--- src/edf_pkg.sv ---
// Shared types, constants and codes of the earliest-deadline-first priority assigner.
`timescale 1ns / 1ps

package edf_pkg;

	localparam int EDF_MAX_TASKS = 8;
	localparam int EDF_TIME_W    = 32;
	localparam int EDF_DIGIT_W   = 8;

	localparam int OPCODE_W  = 2;
	localparam int TASK_W    = 3;
	localparam int TICKS_W   = 32;
	localparam int PRIO_W    = 4;
	localparam int SLACK_W   = 32;
	localparam int MISS_W    = 16;

	localparam logic [OPCODE_W-1:0] OP_DEFINE  = 2'd0;
	localparam logic [OPCODE_W-1:0] OP_START   = 2'd1;
	localparam logic [OPCODE_W-1:0] OP_JOB_END = 2'd2;

	localparam logic [MISS_W-1:0] MISS_MAX = 16'hFFFF;

	typedef struct packed {
		logic [OPCODE_W-1:0] opcode;
		logic [TASK_W-1:0]   task_sel;
		logic [TICKS_W-1:0]  now_ticks;
		logic [TICKS_W-1:0]  period_ticks;
	} edf_req_t;

	typedef struct packed {
		logic [TASK_W-1:0]         task_id;
		logic [PRIO_W-1:0]         prio;
		logic signed [SLACK_W-1:0] slack;
		logic                      missed;
		logic [MISS_W-1:0]         miss_total;
		logic                      last;
	} edf_res_t;

	typedef struct packed {
		logic go;
		logic sub;
	} edf_alu_cmd_t;

endpackage

--- src/edf_req_if.sv ---
// Request channel interface carrying one scheduling event per transfer.
`timescale 1ns / 1ps

interface edf_req_if;
	logic                valid;
	logic                ready;
	edf_pkg::edf_req_t   payload;

	modport source (output valid, output payload, input ready);
	modport sink (input valid, input payload, output ready);
endinterface

--- src/edf_res_if.sv ---
// Result channel interface carrying one task priority per transfer.
`timescale 1ns / 1ps

interface edf_res_if;
	logic                valid;
	logic                ready;
	edf_pkg::edf_res_t   payload;

	modport source (output valid, output payload, input ready);
	modport sink (input valid, input payload, output ready);
endinterface

--- src/edf_serial_alu.sv ---
// Digit-serial adder and subtractor working from the least significant digit upwards.
`timescale 1ns / 1ps

module edf_serial_alu #(
	parameter int TIME_WIDTH = edf_pkg::EDF_TIME_W
) (
	input  logic                   clk,
	input  logic                   arst_n,
	input  edf_pkg::edf_alu_cmd_t  cmd,
	input  logic [TIME_WIDTH-1:0]  a,
	input  logic [TIME_WIDTH-1:0]  b,
	output logic                   done,
	output logic [TIME_WIDTH-1:0]  sum,
	output logic                   carry
);
	import edf_pkg::*;

	localparam int D     = EDF_DIGIT_W;
	localparam int NDIG  = (TIME_WIDTH + EDF_DIGIT_W - 1) / EDF_DIGIT_W;
	localparam int PW    = NDIG * EDF_DIGIT_W;
	localparam int DIG_W = $clog2(NDIG);

	logic [PW-1:0]    a_q;
	logic [PW-1:0]    b_q;
	logic [PW-1:0]    r_q;
	logic             c_q;
	logic             run_q;
	logic             done_q;
	logic [DIG_W-1:0] cnt_q;
	logic [D:0]       dsum;

	assign dsum  = {1'b0, a_q[D-1:0]} + {1'b0, b_q[D-1:0]} + {{D{1'b0}}, c_q};
	assign done  = done_q;
	assign sum   = r_q[TIME_WIDTH-1:0];
	assign carry = c_q;

	always_ff @(posedge clk or negedge arst_n) begin
		if (!arst_n) begin
			run_q  <= 1'b0;
			done_q <= 1'b0;
			cnt_q  <= '0;
		end else begin
			done_q <= 1'b0;
			if (cmd.go) begin
				run_q <= 1'b1;
				cnt_q <= '0;
			end else if (run_q) begin
				cnt_q <= cnt_q + DIG_W'(1);
				if (cnt_q == DIG_W'(NDIG - 1)) begin
					run_q  <= 1'b0;
					done_q <= 1'b1;
				end
			end
		end
	end

	// Subtraction adds the inverted subtrahend with an initial carry of one.
	always_ff @(posedge clk) begin
		if (cmd.go) begin
			a_q <= PW'(a);
			b_q <= cmd.sub ? ~(PW'(b)) : PW'(b);
			c_q <= cmd.sub;
		end else if (run_q) begin
			a_q <= a_q >> D;
			b_q <= b_q >> D;
			r_q <= {dsum[D-1:0], r_q[PW-1:D]};
			c_q <= dsum[D];
		end
	end

	a_go_idle: assert property (@(posedge clk) disable iff (!arst_n)
		cmd.go |-> !run_q)
		else $error("Serial ALU started while an operation was still running.");

endmodule

--- src/edf_rank_unit.sv ---
// Digit-serial ranking of one task's next deadline against all active tasks.
`timescale 1ns / 1ps

module edf_rank_unit #(
	parameter int MAX_TASKS  = edf_pkg::EDF_MAX_TASKS,
	parameter int TIME_WIDTH = edf_pkg::EDF_TIME_W,
	localparam int IDX_W     = $clog2(MAX_TASKS),
	localparam int CNT_W     = $clog2(MAX_TASKS + 1)
) (
	input  logic                  clk,
	input  logic                  arst_n,
	input  logic                  go,
	input  logic [IDX_W-1:0]      tgt,
	input  logic [CNT_W-1:0]      n,
	input  logic [TIME_WIDTH-1:0] nd [MAX_TASKS],
	output logic                  done,
	output logic [CNT_W-1:0]      prio
);
	import edf_pkg::*;

	localparam int D     = EDF_DIGIT_W;
	localparam int NDIG  = (TIME_WIDTH + EDF_DIGIT_W - 1) / EDF_DIGIT_W;
	localparam int PW    = NDIG * EDF_DIGIT_W;
	localparam int DIG_W = $clog2(NDIG);

	logic [PW-1:0]        cmp_q [MAX_TASKS];
	logic [MAX_TASKS-1:0] gt_q;
	logic [MAX_TASKS-1:0] eq_q;
	logic [MAX_TASKS-1:0] ahead;
	logic [IDX_W-1:0]     tgt_q;
	logic [CNT_W-1:0]     n_q;
	logic [CNT_W-1:0]     prio_q;
	logic [CNT_W-1:0]     ahead_cnt;
	logic [DIG_W-1:0]     cnt_q;
	logic                 run_q;
	logic                 sum_q;
	logic                 done_q;
	logic [D-1:0]         tgt_dig;

	assign tgt_dig = cmp_q[tgt_q][PW-1 -: D];
	assign done    = done_q;
	assign prio    = prio_q;

	// A task is ahead when its deadline is later, or equal with a lower index.
	always_comb begin
		ahead_cnt = '0;
		for (int u = 0; u < MAX_TASKS; u++) begin
			ahead[u] = (CNT_W'(u) < n_q) &&
				(gt_q[u] || (eq_q[u] && (IDX_W'(u) < tgt_q)));
			ahead_cnt = ahead_cnt + CNT_W'(ahead[u]);
		end
	end

	always_ff @(posedge clk or negedge arst_n) begin
		if (!arst_n) begin
			run_q  <= 1'b0;
			sum_q  <= 1'b0;
			done_q <= 1'b0;
			cnt_q  <= '0;
		end else begin
			sum_q  <= 1'b0;
			done_q <= sum_q;
			if (go) begin
				run_q <= 1'b1;
				cnt_q <= '0;
			end else if (run_q) begin
				cnt_q <= cnt_q + DIG_W'(1);
				if (cnt_q == DIG_W'(NDIG - 1)) begin
					run_q <= 1'b0;
					sum_q <= 1'b1;
				end
			end
		end
	end

	// Each lane rotates its copy so that the most significant digit comes first.
	always_ff @(posedge clk) begin
		if (go) begin
			tgt_q <= tgt;
			n_q   <= n;
			gt_q  <= '0;
			eq_q  <= '1;
			for (int u = 0; u < MAX_TASKS; u++) begin
				cmp_q[u] <= PW'(nd[u]);
			end
		end else if (run_q) begin
			for (int u = 0; u < MAX_TASKS; u++) begin
				cmp_q[u] <= {cmp_q[u][PW-D-1:0], cmp_q[u][PW-1 -: D]};
				if (eq_q[u]) begin
					gt_q[u] <= cmp_q[u][PW-1 -: D] > tgt_dig;
					eq_q[u] <= cmp_q[u][PW-1 -: D] == tgt_dig;
				end
			end
		end
		if (sum_q) begin
			prio_q <= ahead_cnt + CNT_W'(1);
		end
	end

	a_prio_range: assert property (@(posedge clk) disable iff (!arst_n)
		done_q |-> (prio_q != '0) && (prio_q <= n_q))
		else $error("Rank outside the range of active tasks.");

	a_go_idle: assert property (@(posedge clk) disable iff (!arst_n)
		go |-> !run_q && !sum_q)
		else $error("Rank unit started while a comparison was in progress.");

endmodule

--- src/edf_priority_assigner_unit.sv ---
// Top level of the earliest-deadline-first task table and priority assigner.
//
//   Channel  Role    Transfer
//   req      sink    one event: define, start or job end
//   res      source  one priority per active task, last marks the end of a run
//
// A define, like an ignored event, is handled in the idle state.
// A job end computes slack and the next deadline, a start the next deadline of each task,
// on the shared digit-serial adder in NDIG = ceil(TIME_WIDTH / 8) digits; then the shared
// rank unit ranks each of the n defined tasks in turn.
// Reset clears the task count and all control state; no clearing pass is needed.
// A stalled result transfer holds the sequencer in its output state.
`timescale 1ns / 1ps

module edf_priority_assigner_unit #(
	parameter int MAX_TASKS  = edf_pkg::EDF_MAX_TASKS,
	parameter int TIME_WIDTH = edf_pkg::EDF_TIME_W
) (
	input  logic     clk,
	input  logic     arst_n,
	edf_req_if.sink  req,
	edf_res_if.source res
);
	import edf_pkg::*;

	localparam int IDX_W = $clog2(MAX_TASKS);
	localparam int CNT_W = $clog2(MAX_TASKS + 1);
	localparam int TW    = TIME_WIDTH;

	localparam logic [3:0] S_IDLE    = 4'd0;
	localparam logic [3:0] S_ST_GO   = 4'd1;
	localparam logic [3:0] S_ST_WAIT = 4'd2;
	localparam logic [3:0] S_JS_GO   = 4'd3;
	localparam logic [3:0] S_JS_WAIT = 4'd4;
	localparam logic [3:0] S_JA_GO   = 4'd5;
	localparam logic [3:0] S_JA_WAIT = 4'd6;
	localparam logic [3:0] S_RK_GO   = 4'd7;
	localparam logic [3:0] S_RK_WAIT = 4'd8;
	localparam logic [3:0] S_OUT     = 4'd9;

	logic [3:0]        state_q;
	logic [CNT_W-1:0]  count_q;
	logic [IDX_W-1:0]  idx_q;
	logic [TW-1:0]     now_q;
	logic [SLACK_W-1:0] slack_q;
	logic              missed_q;
	logic [MISS_W-1:0] mtot_q;
	logic [TW-1:0]     per_q [MAX_TASKS];
	logic [TW-1:0]     nd_q [MAX_TASKS];
	logic [MISS_W-1:0] miss_q [MAX_TASKS];
	edf_res_t          res_q;
	logic              res_valid_q;

	logic              req_fire;
	logic [TW+31:0]    now_ext;
	logic [TW+31:0]    per_ext;
	logic [TW-1:0]     now_tw;
	logic [TW-1:0]     per_tw;
	logic [CNT_W+2:0]  sel_ext;
	logic [CNT_W+2:0]  cnt_ext;
	logic              sel_ok;
	logic              table_full;
	logic [IDX_W-1:0]  cnt_idx;
	logic              last_task;
	logic              out_free;
	logic [IDX_W+2:0]  tid_ext;

	edf_alu_cmd_t      alu_cmd;
	logic [TW-1:0]     alu_a;
	logic [TW-1:0]     alu_b;
	logic              alu_done;
	logic [TW-1:0]     alu_sum;
	logic              alu_carry;
	logic              alu_miss;
	logic [MISS_W-1:0] mtot_next;
	logic [SLACK_W-1:0] slack_sat;

	logic              rank_go;
	logic              rank_done;
	logic [CNT_W-1:0]  rank_prio;
	logic [CNT_W+3:0]  prio_ext;

	assign req_fire   = req.valid && req.ready;
	assign req.ready  = (state_q == S_IDLE);
	assign now_ext    = {{TW{1'b0}}, req.payload.now_ticks};
	assign per_ext    = {{TW{1'b0}}, req.payload.period_ticks};
	assign now_tw     = now_ext[TW-1:0];
	assign per_tw     = per_ext[TW-1:0];
	assign sel_ext    = {{CNT_W{1'b0}}, req.payload.task_sel};
	assign cnt_ext    = {3'b000, count_q};
	assign sel_ok     = sel_ext < cnt_ext;
	assign table_full = (count_q >= CNT_W'(MAX_TASKS));
	assign cnt_idx    = count_q[IDX_W-1:0];
	assign last_task  = (CNT_W'(idx_q) + CNT_W'(1)) == count_q;
	assign out_free   = !res_valid_q || res.ready;
	assign tid_ext    = {3'b000, idx_q};
	assign prio_ext   = {4'b0000, rank_prio};
	assign rank_go    = (state_q == S_RK_GO);

	assign res.valid   = res_valid_q;
	assign res.payload = res_q;

	// The job is late when now is at or past the deadline: no borrow means deadline >= now.
	assign alu_miss  = !alu_carry || (alu_sum == '0);
	assign mtot_next = (alu_miss && (miss_q[idx_q] != MISS_MAX)) ?
		miss_q[idx_q] + MISS_W'(1) : miss_q[idx_q];

	if (TW > SLACK_W) begin : g_sat
		always_comb begin
			if ((&alu_sum[TW-1:SLACK_W-1]) || !(|alu_sum[TW-1:SLACK_W-1])) begin
				slack_sat = alu_sum[SLACK_W-1:0];
			end else if (alu_sum[TW-1]) begin
				slack_sat = {1'b1, {(SLACK_W-1){1'b0}}};
			end else begin
				slack_sat = {1'b0, {(SLACK_W-1){1'b1}}};
			end
		end
	end else begin : g_ext
		logic [2*SLACK_W-1:0] sx;
		assign sx        = {{(2*SLACK_W-TW){alu_sum[TW-1]}}, alu_sum};
		assign slack_sat = sx[SLACK_W-1:0];
	end

	always_comb begin
		alu_cmd = '0;
		alu_a   = nd_q[idx_q];
		alu_b   = per_q[idx_q];
		unique case (state_q)
			S_ST_GO: begin
				alu_cmd.go = 1'b1;
				alu_a      = now_q;
			end
			S_JS_GO: begin
				alu_cmd.go  = 1'b1;
				alu_cmd.sub = 1'b1;
				alu_b       = now_q;
			end
			S_JA_GO: begin
				alu_cmd.go = 1'b1;
			end
			default: begin
			end
		endcase
	end

	edf_serial_alu #(
		.TIME_WIDTH (TW)
	) u_alu (
		.clk    (clk),
		.arst_n (arst_n),
		.cmd    (alu_cmd),
		.a      (alu_a),
		.b      (alu_b),
		.done   (alu_done),
		.sum    (alu_sum),
		.carry  (alu_carry)
	);

	edf_rank_unit #(
		.MAX_TASKS  (MAX_TASKS),
		.TIME_WIDTH (TW)
	) u_rank (
		.clk    (clk),
		.arst_n (arst_n),
		.go     (rank_go),
		.tgt    (idx_q),
		.n      (count_q),
		.nd     (nd_q),
		.done   (rank_done),
		.prio   (rank_prio)
	);

	always_ff @(posedge clk or negedge arst_n) begin
		if (!arst_n) begin
			state_q     <= S_IDLE;
			count_q     <= '0;
			idx_q       <= '0;
			res_valid_q <= 1'b0;
		end else begin
			if (state_q == S_OUT && out_free) begin
				res_valid_q <= 1'b1;
			end else if (res.ready) begin
				res_valid_q <= 1'b0;
			end
			unique case (state_q)
				S_IDLE: begin
					if (req_fire) begin
						unique case (req.payload.opcode)
							OP_DEFINE: begin
								if (!table_full) begin
									count_q <= count_q + CNT_W'(1);
								end
							end
							OP_START: begin
								if (count_q != '0) begin
									idx_q   <= '0;
									state_q <= S_ST_GO;
								end
							end
							OP_JOB_END: begin
								if (sel_ok) begin
									idx_q   <= sel_ext[IDX_W-1:0];
									state_q <= S_JS_GO;
								end
							end
							default: begin
							end
						endcase
					end
				end
				S_ST_GO: state_q <= S_ST_WAIT;
				S_ST_WAIT: begin
					if (alu_done) begin
						if (last_task) begin
							idx_q   <= '0;
							state_q <= S_RK_GO;
						end else begin
							idx_q   <= idx_q + IDX_W'(1);
							state_q <= S_ST_GO;
						end
					end
				end
				S_JS_GO: state_q <= S_JS_WAIT;
				S_JS_WAIT: begin
					if (alu_done) begin
						state_q <= S_JA_GO;
					end
				end
				S_JA_GO: state_q <= S_JA_WAIT;
				S_JA_WAIT: begin
					if (alu_done) begin
						idx_q   <= '0;
						state_q <= S_RK_GO;
					end
				end
				S_RK_GO: state_q <= S_RK_WAIT;
				S_RK_WAIT: begin
					if (rank_done) begin
						state_q <= S_OUT;
					end
				end
				S_OUT: begin
					if (out_free) begin
						if (last_task) begin
							state_q <= S_IDLE;
						end else begin
							idx_q   <= idx_q + IDX_W'(1);
							state_q <= S_RK_GO;
						end
					end
				end
				default: state_q <= S_IDLE;
			endcase
		end
	end

	// The table holds next deadlines; a new task's last deadline is zero.
	always_ff @(posedge clk) begin
		if (req_fire) begin
			now_q <= now_tw;
		end
		if (req_fire && req.payload.opcode == OP_DEFINE && !table_full) begin
			per_q[cnt_idx]  <= per_tw;
			nd_q[cnt_idx]   <= per_tw;
			miss_q[cnt_idx] <= '0;
		end
		if (req_fire && req.payload.opcode == OP_START) begin
			slack_q  <= '0;
			missed_q <= 1'b0;
			mtot_q   <= '0;
		end
		if ((state_q == S_ST_WAIT || state_q == S_JA_WAIT) && alu_done) begin
			nd_q[idx_q] <= alu_sum;
		end
		if (state_q == S_JS_WAIT && alu_done) begin
			slack_q       <= slack_sat;
			missed_q      <= alu_miss;
			mtot_q        <= mtot_next;
			miss_q[idx_q] <= mtot_next;
		end
		if (state_q == S_OUT && out_free) begin
			res_q.task_id    <= tid_ext[TASK_W-1:0];
			res_q.prio       <= prio_ext[PRIO_W-1:0];
			res_q.slack      <= slack_q;
			res_q.missed     <= missed_q;
			res_q.miss_total <= mtot_q;
			res_q.last       <= last_task;
		end
	end

	a_count_bound: assert property (@(posedge clk) disable iff (!arst_n)
		count_q <= CNT_W'(MAX_TASKS))
		else $error("Task count beyond the size of the table.");

	a_run_ends: assert property (@(posedge clk) disable iff (!arst_n)
		(state_q == S_OUT && out_free && last_task) |=>
			(state_q == S_IDLE) && res_valid_q && res_q.last)
		else $error("Final result of a run not followed by return to idle.");

endmodule
--- src/flat_wrapper.sv ---
// flat-port wrapper written by rule: the top's interface ports become plain ports
module edf_priority_assigner_unit_flat import edf_pkg::*;
#(
	parameter int MAX_TASKS  = edf_pkg::EDF_MAX_TASKS,
	parameter int TIME_WIDTH = edf_pkg::EDF_TIME_W
)
  (clk, arst_n, req_valid, req_payload, req_ready, res_valid, res_payload, res_ready);
  edf_req_if req_i ();
  edf_res_if res_i ();
  input  logic clk;
  input  logic arst_n;
  input wire logic [$bits(req_i.valid)-1:0] req_valid;
  input wire logic [$bits(req_i.payload)-1:0] req_payload;
  output wire logic [$bits(req_i.ready)-1:0] req_ready;
  output wire logic [$bits(res_i.valid)-1:0] res_valid;
  output wire logic [$bits(res_i.payload)-1:0] res_payload;
  input wire logic [$bits(res_i.ready)-1:0] res_ready;
  assign req_i.valid = req_valid;
  assign req_i.payload = req_payload;
  assign req_ready = req_i.ready;
  assign res_valid = res_i.valid;
  assign res_payload = res_i.payload;
  assign res_i.ready = res_ready;
  edf_priority_assigner_unit #(.MAX_TASKS(MAX_TASKS), .TIME_WIDTH(TIME_WIDTH)) u_core (.clk(clk), .arst_n(arst_n), .req(req_i), .res(res_i));
endmodule
--- config.mk ---
export PLATFORM = sky130hd
export DESIGN_NAME = edf_priority_assigner_unit_flat
export DESIGN_NICKNAME = d
export VERILOG_FILES = /design/src/edf_pkg.sv /design/src/edf_req_if.sv /design/src/edf_res_if.sv /design/src/edf_serial_alu.sv /design/src/edf_rank_unit.sv /design/src/edf_priority_assigner_unit.sv /design/src/flat_wrapper.sv
export SDC_FILE = /design/constraint.sdc
export NUM_CORES = 2
export LEC_CHECK = 0
export BUFFER_PORTS_ARGS = -buffer_cell sky130_fd_sc_hd__buf_2
export CORE_MARGIN = 1.5
export CORE_UTILIZATION = 40
export CTS_BUF_LIST = sky130_fd_sc_hd__clkbuf_16
export CTS_CLUSTER_DIAMETER = 40
export CTS_CLUSTER_SIZE = 12
export DETAILED_ROUTE_END_ITERATION = 7
export SLEW_MARGIN = 40
export SYNTH_ARGS = -nofsm -noshare
export SYNTH_HDL_FRONTEND = slang
export SYNTH_SLANG_ARGS = --single-unit
--- constraint.sdc ---
create_clock -name clk -period 12.77 [get_ports clk]
set_clock_uncertainty 0.15 [all_clocks]
set_input_delay 1.277 -clock clk [delete_from_list [all_inputs] [get_ports clk]]
set_output_delay 1.277 -clock clk [all_outputs]
set_load 0.1 [all_outputs]
**After elaboration in Yosys (flattened, before gate mapping)**

Memory sizes are Yosys's and may differ from the RTL's. A register that Yosys moved wholly into a read port is not among the register bits.
Cells that the tools add are included.

- Register bits: 539
- Input port bits: 73
- Logic and storage cells: 301
- Output and inout bits: 59
- RAM bits: 640
- Memories: 3

Memory list:

| memory | depth | width | read ports | clocked after Yosys merged registers in | wr ports | line | source |
|---|---|---|---|---|---|---|---|
| u_core.per_q | 8 | 32 | 1 | 0 | 1 | edf_priority_assigner_unit.sv:48 | `logic [TW-1:0] per_q [MAX_TASKS];` |
| u_core.u_rank.cmp_q | 8 | 32 | 9 | 1 | 8 | edf_rank_unit.sv:26 | `logic [PW-1:0] cmp_q [MAX_TASKS];` |
| u_core.miss_q | 8 | 16 | 1 | 0 | 1 | edf_priority_assigner_unit.sv:50 | `logic [MISS_W-1:0] miss_q [MAX_TASKS];` |

- Reductions and logical operators: 63
- $add $sub $neg: 16
- Equality and inequality tests: 33
- Bitwise logic cells: 13
- Mux-type cells: 98
- $lt $le $gt $ge: 30

Operator list:

| cell | number |
|---|---|
| 2-to-1 mux 32 bit | 21 |
| bitwise mux 256 bit | 2 |
| 2-to-1 mux 256 bit | 2 |
| demux 32 bit (select 3 bit) | 2 |
| binary-select mux 32 bit (select 3 bit) | 1 |
| == test 8 bit | 8 |
| greater-than comparator 8 bit | 8 |
| 2-to-1 mux 16 bit | 4 |
| case mux 4 bit (10 select lines) | 1 |
| 2-to-1 mux 1 bit | 38 |
| 2-to-1 mux 3 bit | 12 |
| zero test 32 bit | 1 |
| 2-to-1 mux 4 bit | 8 |
| NOT 32 bit | 1 |
| logical AND 1 bit | 26 |
| AND reduction 2 bit | 9 |
| AND reduction 9 bit | 2 |
| adder 16 x 1 -> 16 bit (second input constant) | 1 |
| adder 4 x 1 -> 4 bit | 4 |
| == test 4 x 3 -> 1 bit (second input constant) | 4 |
| less-than comparator 3 x 4 -> 1 bit (first input constant) | 4 |
| inequality test 16 bit (second input constant) | 1 |
| OR reduction 16 bit | 1 |
| >= comparator 4 bit (second input constant) | 3 |
| other kinds (40) | 89 |

**Logic depth before layout (Yosys ltp)**

- Word-level depth: 12
- Depth in mapped cells: 12
- Gate-level depth less buffers: 11

**Hierarchy**

From an unflattened synthesis, not the netlist that was laid out.

- Cell total of the unflattened synthesis: 3575
- Area, all modules: 52849.4 um2

Modules (own cells, without submodules):

| module | area each (um2) | instances | sequential area each (um2) | cells each |
|---|---|---|---|---|
| edf_priority_assigner_unit | 33584.7 | 1 | 21100.2 | 2401 |
| edf_rank_unit | 14911.8 | 1 | 8523.2 | 883 |
| edf_serial_alu | 4352.9 | 1 | 3012.9 | 291 |

**Least setup slack after synthesis**

Ideal clock, no wire load.

- Path type: flip-flop to flip-flop
- Start point: register u_core.state_q[3]
- End point: memory u_core.u_rank.cmp_q[0][0] (netlist name) (enable)
- Stages on the path, launching flop included: 7
- Buffers on the path: 4
- Clock period less this slack: 7.797 ns
- Arrival: 5.691 ns
- Slack: 4.973 ns
- Library setup time: 1.956 ns
- Data required time: 10.664 ns
- Path through: dfrtp_1 -> clkbuf_1 -> or3_1 -> clkbuf_1 -> clkbuf_1 -> clkbuf_1 -> nand2_1

RTL lines:

| what | line | source |
|---|---|---|
| from (decl) | edf_priority_assigner_unit.sv:41 | `logic [3:0] state_q;` |
| from (signal assigned) | edf_priority_assigner_unit.sv:175 | `state_q <= S_IDLE;` |
| from (signal assigned) | edf_priority_assigner_unit.sv:197 | `state_q <= S_ST_GO;` |
| from (signal assigned) | edf_priority_assigner_unit.sv:203 | `state_q <= S_JS_GO;` |
| to (decl) | edf_rank_unit.sv:26 |  |

**Worst setup path after layout**

- Start point: register u_core.state_q[1]
- End point: register u_core.nd_q[191] (netlist name)

- Word-level cells in the longest chain between the ends: 7
- Elaborated cells on any way between the ends: 11
- Classes of those cells: eq/ne (2); mux (3); reduce/logical (6)

RTL lines:

| what | line | source |
|---|---|---|
| zero test 4 bit (*) | edf_priority_assigner_unit.sv:84 | `assign req.ready = (state_q == S_IDLE);` |
| logical AND 1 bit (*) | edf_priority_assigner_unit.sv:83 | `assign req_fire = req.valid && req.ready;` |
| named net u_core.req_fire | edf_priority_assigner_unit.sv:54 | `logic req_fire;` |
| logical AND 1 bit (*) (2 in series) | edf_priority_assigner_unit.sv:262 | `if (req_fire && req.payload.opcode == OP_DEFINE && !table_full) begin` |
| 2-to-1 mux 256 bit (*) | edf_priority_assigner_unit.sv:262 |  |
| bitwise mux 256 bit | edf_priority_assigner_unit.sv:273 | `nd_q[idx_q] <= alu_sum;` |
| 2-to-1 mux 256 bit (*) | edf_priority_assigner_unit.sv:272 | `if ((state_q == S_ST_WAIT \|\| state_q == S_JA_WAIT) && alu_done) begin` |
| to (signal, indexed assignment) | edf_priority_assigner_unit.sv:264 | `nd_q[cnt_idx] <= per_tw;` |
| to (signal, indexed assignment) | edf_priority_assigner_unit.sv:273 |  |
| to (decl) | edf_priority_assigner_unit.sv:49 | `logic [TW-1:0] nd_q [MAX_TASKS];` |

Mark *: on every way through the listed nets, which the timed path passes. The rest lies on a longest branch.
A chain may end at the register's enable or synchronous reset.

==> results.sh <==
export IMPL_post_synth_top_area_cell="sky130_fd_sc_hd__edfxtp_1"
export IMPL_syn_mean_instance_area_um2=14.0
export IMPL_grtUsageTotal=0.223
export IMPL_post_synth_top_count_cell="sky130_fd_sc_hd__edfxtp_1"
export IMPL_power_ir_vdd_worst_mv=0.154
export IMPL_crit_required_ps=13240
export IMPL_unrepaired_setup_endpoints_after_global_routing="false"
export IMPL_post_synth_num_cell_types=74
export IMPL_multi_input_area_um2=17700
export IMPL_synth_top_flop_cell="sky130_fd_sc_hd__edfxtp_1"
export IMPL_syn_inst=3666
export IMPL_drc_errors=0
export IMPL_powerDensity_nw_per_um2=249
export IMPL_cts_resized=0
export IMPL_drive_gt1_frac=0.221
export IMPL_timing_max_cap_violations=0
export IMPL_cp_max_fo=44
export IMPL_fp_row_count=131
export IMPL_cts_reportedPaths_clkPinSlew_ps=60
export IMPL_clock_tree_sinks=1182
export IMPL_design_area_um2=59000
export IMPL_ys_top_cells_by_count="sky130_fd_sc_hd__edfxtp_1 (886), sky130_fd_sc_hd__nand2_1 (461), sky130_fd_sc_hd__mux2i_1 (336)"
export IMPL_timing_final_crit_share=0.333
export IMPL_drt_antenna_violating_nets=0
export IMPL_drt_pass1_iter_count=6
export IMPL_cts_root_buffer_cell="sky130_fd_sc_hd__clkbuf_16"
export IMPL_placeableCoreArea_um2=128000
export IMPL_cpPeakStageDelay_ps=610
export IMPL_totalWireLength_mm=146
export IMPL_critical_path_s_top_delay_family="simple AND/OR/NAND/NOR gates"
export IMPL_cts_htree_levels=4
export IMPL_seq_area_um2=32700
export IMPL_post_cts_hold_buffer_count=0
export IMPL_grt_ovfl_total=0
export IMPL_synth_fp_nets=3830
export IMPL_crit_buf_inv=2
export IMPL_fillers=11200
export IMPL_crit_chain="nor4_2 -> and2_4 -> and3b_1 -> nand2_2 -> nor2_4 -> buf_16 -> buf_6 -> mux2i_1 -> o21ai_0"
export IMPL_relSlewSlack=0.406
export IMPL_grt_max_degree=80
export IMPL_power_leakage_uw=0.0206
export IMPL_tightestPinTransition_ps=891
export IMPL_maxUsedRoutingLayer="met5"
export IMPL_via_count_of_the_first_global_routing_pass=30500
export IMPL_floorplan_initialDensity=0.403
export IMPL_clkLatencyLatePin_ps=770
export IMPL_vias=31100
export IMPL_floorplan_die_height_um=362
export IMPL_antenna_cells_inserted=0
export IMPL_route_detailed_wl_per_inst_um=26.5
export IMPL_fmax_mhz=235
export IMPL_layout_min_cycle_time_ps=4250
export IMPL_postCtsSetupRepairBufs=0
export IMPL_cts_buffers_inserted=149
export IMPL_place_port_buffers=131
export IMPL_finalHoldViolCount=0
export IMPL_tritoncts="yes"
export IMPL_hold_class="register to register"
export IMPL_proportion_of_synthesized_chip_area_in_sequential_cells=0.634
export IMPL_run_status="complete, no violations"
export IMPL_cts_path_max_buffers=3
export IMPL_detail_route_met2_wl_mm=69.7
export IMPL_synth_largest_type_area_fraction=0.517
export IMPL_dieArea_um2=131000
export IMPL_dp_final_hpwl_mm=93.4
export IMPL_routed_wl_met3_mm=9.30
export IMPL_setup_total_negative_slack_ps=0
export IMPL_worst_ep_arrival_time_ps=4730
export IMPL_slew_violations=0
export IMPL_timing_worst_setup_path_type="register to register"
export IMPL_netlist_area_um2=51500
export IMPL_asyncSetResetFlopFracSynth=0.0178
export IMPL_crit_path_start_kind="register"
export IMPL_final_net_count=3907
export IMPL_synth_edf_count=886
export IMPL_detail_route_vias_per_cell=5.63
export IMPL_wire_length_of_the_first_global_routing_pass_mm=213
export IMPL_io_pin_count=132
export IMPL_synth_seq_cells=1182
export IMPL_count_of_warnings_emitted_by_yosys=0
export IMPL_netlist_top_cells_area="sky130_fd_sc_hd__edfxtp_1 (52%), sky130_fd_sc_hd__dfxtp_1 (11%), sky130_fd_sc_hd__mux4_2 (7.4%), sky130_fd_sc_hd__mux2i_1 (6.5%), sky130_fd_sc_hd__mux2_2 (4.2%)"
export IMPL_dr_first_iter_drc_count=3168
export IMPL_grt_antenna_before_repair=15
export IMPL_area_growth_synth_to_final_pct=14.6
export IMPL_cp_end_kind="register"
export IMPL_setup_failing_eps_final=0
export IMPL_placement_cell_area_um2=54000
export IMPL_die_width_um=362
export IMPL_wl_met1_mm=63.2
export IMPL_routabilityCongestion=0.879
export IMPL_critical_path_slowest_cell="sky130_fd_sc_hd__dfrtp_1"
power breakdown:
part           internal (uW)  switching [uW]
Sequential              5380             961
Combinational           1770            2410
Clock                   2520            1670
Total                   9670            5040
kinds of logic after synthesis:
logic type | after synthesis | synth area share
AO/OA/AOI/OAI | 549 | 0.0601
XOR/XNOR | 25 | 0.00425
adder cells (fa/ha/maj) | 91 | 0.0230
buffers and inverters | 326 | 0.0284
flip-flops | 1182 | 0.634
multiplexers | 706 | 0.185
AND/OR/NAND/NOR | 787 | 0.0652
final timing paths:
path	startpoint	end	slack, ps	depth (start not counted)
max in group asynchronous	arst_n	u_core.u_rank.run_q$_DFF_PN0_	11740	1
min reg2reg	u_core.slack_q[9]$_SDFFCE_PN0P_	u_core.res.payload[27]$_DFFE_PP_	260	0
min in group asynchronous	arst_n	u_core.res.valid$_DFFE_PN0P_	330	1
min	u_core.slack_q[9]$_SDFFCE_PN0P_	u_core.res.payload[27]$_DFFE_PP_	260	0
max	u_core.state_q[1]$_DFFE_PN0P_	u_core.nd_q[191]$_DFF_P_	8520	9
max reg2reg	u_core.state_q[1]$_DFFE_PN0P_	u_core.nd_q[191]$_DFF_P_	8520	9
state kept, by name (all words and copies together), names as in the netlist, 16 cells and up, named ones only:
register,flops
u_core.slack_q,32
u_core.u_alu.a_q,32
u_core.res.payload,57
u_core.miss_q,128
u_core.u_alu.b_q,32
u_core.nd_q,256
u_core.u_alu.sum,32
u_core.mtot_q,16
u_core.per_q,256
u_core.now_q,32
u_core.u_rank.cmp_q,256
stage by stage:
step           cells  hold slack, ps  power, uW   util  setup WS (ps)
6_report        5527             263      14700  0.462           8520
5_1_grt         5527             267      15400  0.462           8130
4_1_cts         5526             263      14800  0.461           8170
3_5_place_dp    5253             255      10600  0.423           8150
3_3_place_gp    5237             250      10400  0.420           7410
2_1_floorplan   3666             250       9020      -           4970
cell type report:
type | instances | area share
clock inverters | 114 | 0.0168
clock buffers | 159 | 0.0674
repair buffers | 196 | 0.0234
well taps | 1662 | 0.0353
multi-input cells | 2158 | 0.300
inverters | 56 | 0.00369
flip-flops and latches | 1182 | 0.554
metal layers:
metal	track usage	vias up
met5	0	-
met4	0.0676	2
met3	0.0376	245
met2	0.362	1105
met1	0.307	15900
li1	-	13900
layout by cell type, fill, tap and decap left out, drive strengths merged, types with 3 or more instances in the layout:
master / netlist / final
nor2: 191 / 191
a21o: 20 / 20
clkinvlp: 0 / 11
nand2b: 3 / 3
a211oi: 10 / 10
dfrtp: 21 / 21
nand3: 17 / 17
or2: 4 / 4
nor2b: 10 / 10
o22ai: 17 / 17
inv: 54 / 95
a31oi: 4 / 4
nor4: 13 / 13
fa: 6 / 6
xor2: 10 / 10
nand4: 23 / 23
nor3: 12 / 12
and3: 38 / 38
xnor2: 15 / 15
o21bai: 3 / 3
nand3b: 3 / 3
o211ai: 28 / 28
nor3b: 3 / 3
buf: 95 / 196
edfxtp: 886 / 886
mux2: 192 / 192
a21oi: 163 / 163
mux4: 176 / 176
dfxtp: 275 / 275
o31ai: 4 / 4
nand2: 463 / 463
clkinv: 2 / 51
ha: 85 / 85
mux2i: 338 / 338
bufinv: 0 / 13
o21a: 19 / 19
a21boi: 10 / 10
o21ai: 256 / 256
clkbuf: 175 / 159
No activity file was read; power rests on OpenSTA's default activity.
